--- src/rtl/uart_ring_buffers_rts_cts_flow_defines.svh ---
// Assertion macros shared by the ring buffer block.
// Each assumes a clock named clk and an active-low reset named rst_n in scope.
`ifndef UART_RING_BUFFERS_RTS_CTS_FLOW_DEFINES_SVH
`define UART_RING_BUFFERS_RTS_CTS_FLOW_DEFINES_SVH

`ifndef NO_ASSERTIONS

`define URB_ASSERT(label, prop) \
    label: assert property (@(posedge clk) disable iff (!rst_n) prop) \
        else $error("urb assertion failed");

`define URB_ASSERT_NEXT(label, ante, cons) \
    label: assert property (@(posedge clk) disable iff (!rst_n) (ante) |=> (cons)) \
        else $error("urb assertion failed");

`else

`define URB_ASSERT(label, prop)

`define URB_ASSERT_NEXT(label, ante, cons)

`endif

`endif

--- src/rtl/urb_pkg.sv ---
`timescale 1ns / 1ps

package urb_pkg;

    localparam int CFG_W        = 12;
    localparam int RX_DEPTH_DEF = 2048;
    localparam int TX_DEPTH_DEF = 2048;
    localparam int MIN_RING     = 128;
    localparam int NUM_ERR      = 4;
    localparam int ERR_W        = 32;

    // line status bit positions
    localparam int LS_RX_READY = 0;
    localparam int LS_OVERRUN  = 1;
    localparam int LS_PARITY   = 2;
    localparam int LS_FRAMING  = 3;
    localparam int LS_TX_READY = 5;

    // error counter slots
    localparam logic [1:0] ERR_OVERRUN = 2'd0;
    localparam logic [1:0] ERR_PARITY  = 2'd1;
    localparam logic [1:0] ERR_FRAMING = 2'd2;
    localparam logic [1:0] ERR_MISSED  = 2'd3;

    // configuration reset values
    localparam logic [1:0]       DWS_RESET       = 2'd3;
    localparam logic             FLOW_RESET      = 1'b1;
    localparam logic [CFG_W-1:0] THR_RESET       = 12'd32;
    localparam logic [CFG_W-1:0] RING_SIZE_RESET = 12'd2048;

    typedef enum logic [2:0] {
        CMD_UART_EVENT  = 3'd0,
        CMD_HOST_WRITE  = 3'd1,
        CMD_HOST_READ   = 3'd2,
        CMD_FLUSH_RX    = 3'd3,
        CMD_FLUSH_TX    = 3'd4,
        CMD_READ_ERRORS = 3'd5
    } urb_cmd_t;

    typedef enum logic [2:0] {
        REG_DATA_WIDTH_SEL    = 3'd0,
        REG_FLOW_ENABLE       = 3'd1,
        REG_RTS_OFF_THRESHOLD = 3'd2,
        REG_RX_RING_SIZE      = 3'd3,
        REG_TX_RING_SIZE      = 3'd4
    } urb_reg_t;

    typedef enum logic [1:0] {
        ST_IDLE,
        ST_EXEC,
        ST_RESP
    } urb_state_t;

    typedef struct packed {
        logic [2:0] command;
        logic [7:0] line_status;
        logic [7:0] rx_byte;
        logic       cts;
        logic       dsr;
        logic [7:0] host_byte;
    } urb_item_t;

    typedef struct packed {
        logic [7:0]       rx_data;
        logic             rx_data_valid;
        logic [7:0]       tx_data;
        logic             tx_data_valid;
        logic             write_accepted;
        logic             rts_level;
        logic [11:0]      rx_fill;
        logic             tx_idle;
        logic [1:0]       irq_enables;
        logic [1:0]       error_kind;
        logic [ERR_W-1:0] error_count;
        logic             last;
    } urb_result_t;

    // controller -> datapath
    typedef struct packed {
        logic load;
        logic exec;
        logic res_taken;
    } urb_ctrl_cmd_t;

    // datapath -> controller
    typedef struct packed {
        logic last_res;
    } urb_ctrl_sts_t;

    function automatic logic [7:0] char_mask(input logic [1:0] sel);
        logic [7:0] m;
        unique case (sel)
            2'd0: m = 8'h1F;
            2'd1: m = 8'h3F;
            2'd2: m = 8'h7F;
            2'd3: m = 8'hFF;
        endcase
        return m;
    endfunction

endpackage

--- src/rtl/urb_ctrl.sv ---
`timescale 1ns / 1ps

module urb_ctrl (
    input  logic                   clk,
    input  logic                   rst_n,
    input  logic                   in_valid,
    output logic                   in_ready,
    output logic                   out_valid,
    input  logic                   out_ready,
    input  urb_pkg::urb_ctrl_sts_t ctrl_sts,
    output urb_pkg::urb_ctrl_cmd_t ctrl_cmd
);

    urb_pkg::urb_state_t state_reg;
    urb_pkg::urb_state_t state_next;

    always_ff @(posedge clk or negedge rst_n)
    begin
        if (!rst_n)
        begin
            state_reg <= urb_pkg::ST_IDLE;
        end
        else
        begin
            state_reg <= state_next;
        end
    end

    always_comb
    begin
        state_next = state_reg;
        unique case (state_reg)
            urb_pkg::ST_IDLE:
            begin
                if (in_valid)
                begin
                    state_next = urb_pkg::ST_EXEC;
                end
            end
            urb_pkg::ST_EXEC:
            begin
                state_next = urb_pkg::ST_RESP;
            end
            urb_pkg::ST_RESP:
            begin
                // read-errors stays here for all four counters
                if (out_ready && ctrl_sts.last_res)
                begin
                    state_next = urb_pkg::ST_IDLE;
                end
            end
            default:
            begin
                state_next = urb_pkg::ST_IDLE;
            end
        endcase
    end

    always_comb
    begin
        in_ready           = (state_reg == urb_pkg::ST_IDLE);
        out_valid          = (state_reg == urb_pkg::ST_RESP);
        ctrl_cmd.load      = in_ready && in_valid;
        ctrl_cmd.exec      = (state_reg == urb_pkg::ST_EXEC);
        ctrl_cmd.res_taken = out_valid && out_ready;
    end

endmodule

--- config.mk ---
export PLATFORM = sky130hd
export DESIGN_NAME = urb_ctrl
export DESIGN_NICKNAME = d
export VERILOG_FILES = /design/src/rtl/uart_ring_buffers_rts_cts_flow_defines.svh /design/src/rtl/urb_pkg.sv /design/src/rtl/urb_ctrl.sv
export SDC_FILE = /design/constraint.sdc
export NUM_CORES = 1
export LEC_CHECK = 0
export BUFFER_PORTS_ARGS = -buffer_cell sky130_fd_sc_hd__buf_2
export CAP_MARGIN = 0
export CELL_PAD_IN_SITES_DETAIL_PLACEMENT = 2
export CELL_PAD_IN_SITES_GLOBAL_PLACEMENT = 2
export CORE_AREA = 5 5 42 44
export CTS_BUF_LIST = sky130_fd_sc_hd__clkbuf_8
export CTS_CLUSTER_SIZE = 24
export DETAILED_ROUTE_END_ITERATION = 12
export DIE_AREA = 0 0 47 49
export PLACE_DENSITY_LB_ADDON = 0.08
export SLEW_MARGIN = 0
export SYNTH_ARGS = -nofsm -noshare
export SYNTH_HDL_FRONTEND = slang
export SYNTH_SLANG_ARGS = --single-unit
--- constraint.sdc ---
create_clock -name clk -period 1.4 [get_ports clk]
set_clock_uncertainty 0.15 [all_clocks]
set_input_delay 0.14 -clock clk [delete_from_list [all_inputs] [get_ports clk]]
set_output_delay 0.14 -clock clk [all_outputs]
set_load 0.005 [all_outputs]
==> results of run 1 <==
-- cell usage in the layout, fill, tap and decap left out --
| master | count |
|---|---|
| buf_2 | 9 |
| and2_1 | 3 |
| clkbuf_8 | 3 |
| dfrtp_1 | 2 |
| nor2_2 | 1 |
| nor2b_2 | 1 |
| nor2b_1 | 1 |
| nand2_1 | 1 |
| a21o_1 | 1 |
| dlygate4sd3_1 | 1 |
-- through the flow --
| stage | instances | hold WS [ps] | setup WS, ps |
|---|---|---|---|
| after global routing | 39 | 19.4 | 7.67 |
| after detailed placement | 35 | -223 | 295 |
| final | 39 | 12.7 | 67.7 |
| after floorplan | 10 | -306 | 427 |
| after global placement | 35 | -222 | 314 |
| after CTS | 39 | 17.8 | 64.6 |
-- final cells by class --
cell class              instances  area [um2]  share of cell area [%]
flip-flops and latches          2        50.0                    23.0
multi-input cells               8        51.3                    23.6
well taps                      16        20.0                    9.20
clock buffers                   3        41.3                    19.0
repair buffers                 10        55.1                    25.3
-- worst max-delay path: cells and delay by family (launching register included) --
kind,cells,cell delay [ps]
flops,1,390
simple gates,2,320
buf+inv,1,120
-- metal layers --
metal	up-vias	global-route usage [%]	part of all wire [%]
met5	-	0	0
met4	0	6.91	6.9
met3	3	3.32	21
met2	12	5.88	42
met1	52	3.74	30
li1	57	-	-
-- synthesized netlist by cell type, drive strengths merged --
| cell type | instances | area (um2) |
|---|---|---|
| nor2 | 1 | 3.75 |
| nand2 | 1 | 3.75 |
| dfrtp | 2 | 50.1 |
| nor2b | 2 | 15.0 |
| and2 | 3 | 18.8 |
| a21o | 1 | 7.51 |
-- power breakdown --
group          internal [mW]  switching (mW)
combinational         0.0799          0.0625
sequential            0.0801          0.0195
clock                  0.182          0.0466
total                  0.342           0.129
-- worst max path at each step --
| stage | cells after the start | slack, ps | start | endpoint |
|---|---|---|---|---|
| CTS | 3 | 60 | state_reg[1] | ctrl_cmd[0] |
| global route | 3 | 8 | state_reg[1] | ctrl_cmd[0] |
| detailed placement | 3 | 290 | state_reg[1] | ctrl_cmd[0] |
| floorplan | 2 | 430 | state_reg[1] | ctrl_cmd[0] |
| finish | 3 | 70 | state_reg[1] | ctrl_cmd[0] |
| global placement | 3 | 310 | state_reg[1] | ctrl_cmd[0] |
-- timing repair --
item	in CTS	in global routing
setup endpoints to repair	0	1
gates resized for setup	0	1
hold buffers	1	0
hold endpoints to repair	2	0
-- logic make-up (layout without fill, tap and decap cells) --
| kind of cell | count (synthesis) | in the layout | share of synthesized area [%] |
|---|---|---|---|
| flops | 2 | 2 | 50.6 |
| buf+inv | 0 | 13 | 0 |
| compound gates | 1 | 1 | 7.60 |
| simple gates | 7 | 7 | 41.8 |
==> results.yml, run 1 <==
place:
  place_congestion: 0.624
  placed_area_um2: 164
  port_buffers: 9
floorplanning:
  fp.dieW_um: 47
  num_rows: 14
  fp.dieH_um: 49
  initial_core_util_pct: 7.05
  floorplan.io_pins: 10
  core-area_mm2: 0.00140
  die_area_mm2: 0.00230
final_layout:
  drive_gt1_share_pct: 60.9
  design_area_um2: 218
  final_nets: 30
  nFillCells: 175
  num_antenna_cells: 0
  largest_reg_flops: 2
  syn_to_final_growth_pct: 120
  fin_util_pct: 15.5
detailed_routing:
  wire_per_inst_um: 9.97
  antenna_left: 0
  vias: 124
  drc_errors: 0
  via_per_inst: 3.18
  totalWireLength_um: 389
  first_pass_iters: 1
  drt-initial-drc-count: 0
timing:
  fin_crit_sh_pct: 95.2
  clock.fmax_mhz: 751
  rsz0062_at_grt: "false"
  tightestPinTransition_ps: 140
  setup_tns_ps: 0
  period_needed_ps: 1330
  finalHoldViolCount: 0
  finalSetupViolCount: 0
  max_slew_margin_pct: 90.6
  slew_violations: 0
synth:
  ys_seq_elements: 2
  synth_fp_nets: 15
  synth_cell_types: 7
  yosysWarningCount: 0
  syn_inst: 10
  syn_avg_cell_area_um2: 9.88
  seq_area_frac_synth_pct: 50.6
  synth.cell_area_um2: 98.8
clock_network:
  postCtsSetupBuffers: 0
  cts_tree: "yes"
  clock-root-buffer: "clkbuf_8"
  cts_sinks: 2
  clk_path_buf_depth: 2
  cts_buffers: 3
  clock_latency_ps: 210
  clk_pin_slew_ps: 30
  htree_levels: 1
power_and_ir_drop:
  powerDensity_mw_per_mm2: 2160
  total_power_mw: 0.471
  vdd_drop_max_uv: 425
  p_leak_nw: 0.117
job:
  max-cap-violations: 0
outcome:
  status: "finished clean"
worst_hold_path:
  holdPathStages: 2
  min_path_type: "primary input to flip-flop"
  min_to: "state_reg[0]"
  hold_path.startpoint: "in_valid"
setup_path:
  reg2reg_to: "state_reg[1]"
  slowest_stage: "dfrtp_1"
  r2r-start: "state_reg[1]"
  critPathCaptureType: "primary output"
  crit_chain: "nor2b_2 -> and2_1 -> buf_2"
  cp_max_fo: 3
  cp.arrival_ps: 1040
  cpPeakStageDelay_ps: 390
  path_class: "flip-flop to primary output"
  startpoint_type: "flip-flop"
  r2r_slack_ps: 420
  cp.required_ps: 1110
  r2r_cells: 2
global_route:
  grt_antenna_before_repair: 0
  grt_usage_pct: 4.72
  grt_pass1_vias: 157
  grt_max_degree: 4
  overflow: 0
  grt_pass1_wl_um: 655
(Power assumes the default switching activity.)
==> inputs of run 2 (changes only) <==
- CELL_PAD_IN_SITES_DETAIL_PLACEMENT: 2 -> 1
==> run 2 against run 1 <==
  * Cell count stayed put
  * Sequential cell count stayed put
  * Die area stayed put
  * Clock power is 3% lower
  * Critical path depth stayed put
  * Sequential power is 3.0% lower
  * Total power is 2.7% lower
  * Non-clock buffer count stayed put
  * Wire length is 17% lower
  * Critical path type unchanged
  * Critical endpoint unchanged
  * Largest power group unchanged
  * Highest routed layer is now met3
==> results.yml, run 2 (synthesis gave the netlist of run 1 again) <==
timing:
  fin_crit_sh_pct: 93.8
  clock.fmax_mhz: 762
  period_needed_ps: 1310
  worst_slack_ps: 87.2
  finalHoldViolCount: 0
  slew_violations: 0
  hold_ws_ps: 13.5
  rsz0062_at_grt: "false"
  tightestPinTransition_ps: 149
  max_slew_margin_pct: 90.0
  finalSetupViolCount: 0
  setup_tns_ps: 0
detailed_routing:
  first_pass_iters: 2
  drc_errors: 0
  vias: 121
  drt-initial-drc-count: 2
  antenna_left: 0
  wire_per_inst_um: 8.28
  totalWireLength_um: 323
  via_per_inst: 3.10
final_layout:
  nFillCells: 181
  largest_reg_flops: 2
  num_antenna_cells: 0
  final_nets: 30
  drive_gt1_share_pct: 56.5
  fin_util_pct: 15.4
  multi_input_area_um2: 48.8
  final_cell_mix: "9 x buf_2, 3 x and2_1, 3 x clkbuf_8"
  syn_to_final_growth_pct: 118
  final_common_cell: "buf_2"
  seq_area_um2: 50.0
clock_network:
  htree_levels: 1
  cts_resized: 0
  clk_pin_slew_ps: 30
  cts_tree: "yes"
  clk_path_buf_depth: 2
  clock-root-buffer: "clkbuf_8"
  cts_buffers: 3
  cts_sinks: 2
  clock_latency_ps: 210
global_route:
  grt_antenna_before_repair: 0
  grt_pass1_vias: 124
  grt_usage_pct: 3.74
  overflow: 0
  grt_max_degree: 4
  grt_pass1_wl_um: 558
power_and_ir_drop:
  total_power_mw: 0.458
  comb_power_share_pct: 30.4
  p_leak_nw: 0.117
  clock_power_share_pct: 48.6
  pwr-share-seq_pct: 21.1
  p_switching_mw: 0.119
  internal-power_mw: 0.338
  powerDensity_mw_per_mm2: 2130
  vdd_drop_max_uv: 626
  swShare_pct: 26.1
floorplanning:
  fp.dieW_um: 47
  die_area_mm2: 0.00230
  initial_core_util_pct: 7.05
  core-area_mm2: 0.00140
  floorplan.io_pins: 10
  fp.dieH_um: 49
  num_rows: 14
job:
  max-cap-violations: 0
setup_path:
  slowest_stage: "dfrtp_1"
  startpoint_type: "flip-flop"
  critPathCaptureType: "primary output"
  cp.required_ps: 1110
  path_class: "flip-flop to primary output"
  cpPeakStageDelay_ps: 380
  cp_max_fo: 3
  cp.arrival_ps: 1020
  crit_chain: "nor2b_2 -> and2_1 -> buf_2"
worst_hold_path:
  min_path_type: "primary input to flip-flop"
place:
  port_buffers: 9
  place_congestion: 0.624
  place_ws_ps: 305
outcome:
  status: "finished clean"
## run 2: cell types whose count changed in the layout (fill, tap and decap cells not counted)
cell    delta
nor2_2     -1
nor2_1     +1
## run 2: critical path, delay by kind of cell, from the launching register on
kind	cells	cell delay [ps]
buffers and inverters	1	120
AND/OR/NAND/NOR	2	320
flip-flops	1	380
## run 2: worst paths after layout
| kind | startpoint | end | slack, ps | cells after the start |
|---|---|---|---|---|
| setup reg to reg | state_reg[1] | state_reg[1] | 420 | 2 |
| hold / removal | in_valid | state_reg[0] | 10 | 2 |
| hold reg to reg | state_reg[1] | state_reg[1] | 470 | 2 |
| min in group asynchronous | rst_n | state_reg[1] | 100 | 2 |
| max in group asynchronous | rst_n | state_reg[0] | 900 | 2 |
| setup / recovery | state_reg[1] | ctrl_cmd[0] | 90 | 3 |
## run 2: routing by layer
| metal | GRT usage (%) | up-vias | share of wire [%] | wire [um] |
|---|---|---|---|---|
| met1 | 3.74 | 53 | 35 | 114 |
| li1 | - | 57 | - | - |
| met5 | 0 | - | 0 | 0 |
| met3 | 4.80 | 0 | 28 | 90 |
| met4 | 2.76 | 0 | 0 | 0 |
| met2 | 3.85 | 11 | 36 | 117 |
## run 2: final cells by class
class / instances / area share [%]
Sequential cell: 2 / 23.3
Clock buffer: 3 / 19.2
Tap cell: 16 / 9.30
Timing Repair Buffer: 10 / 25.6
Multi-Input combinational cell: 8 / 22.7
## run 2: power by group through the flow
| stage | clock network [mW] | logic, mW | registers, mW |
|---|---|---|---|
| 3_5_place_dp | 0 | 0.142 | 0.0973 |
| 2_1_floorplan | 0 | 0.0716 | 0.0929 |
| 6_report | 0.222 | 0.139 | 0.0966 |
| 3_3_place_gp | 0 | 0.145 | 0.0952 |
| 4_1_cts | 0.228 | 0.145 | 0.0972 |
| 5_1_grt | 0.237 | 0.157 | 0.104 |
## run 2: per-stage QoR
step,instances,cell area [um2]
floorplan,10,98.8
global placement,35,164
detailed placement,35,164
CTS,39,215
global route,39,215
finish,39,215
## run 2: timing repair
item | 4_1_cts | 5_1_grt
buffers inserted | 0 | 0
hold buffers | 1 | 0
hold endpoints to repair | 2 | 0
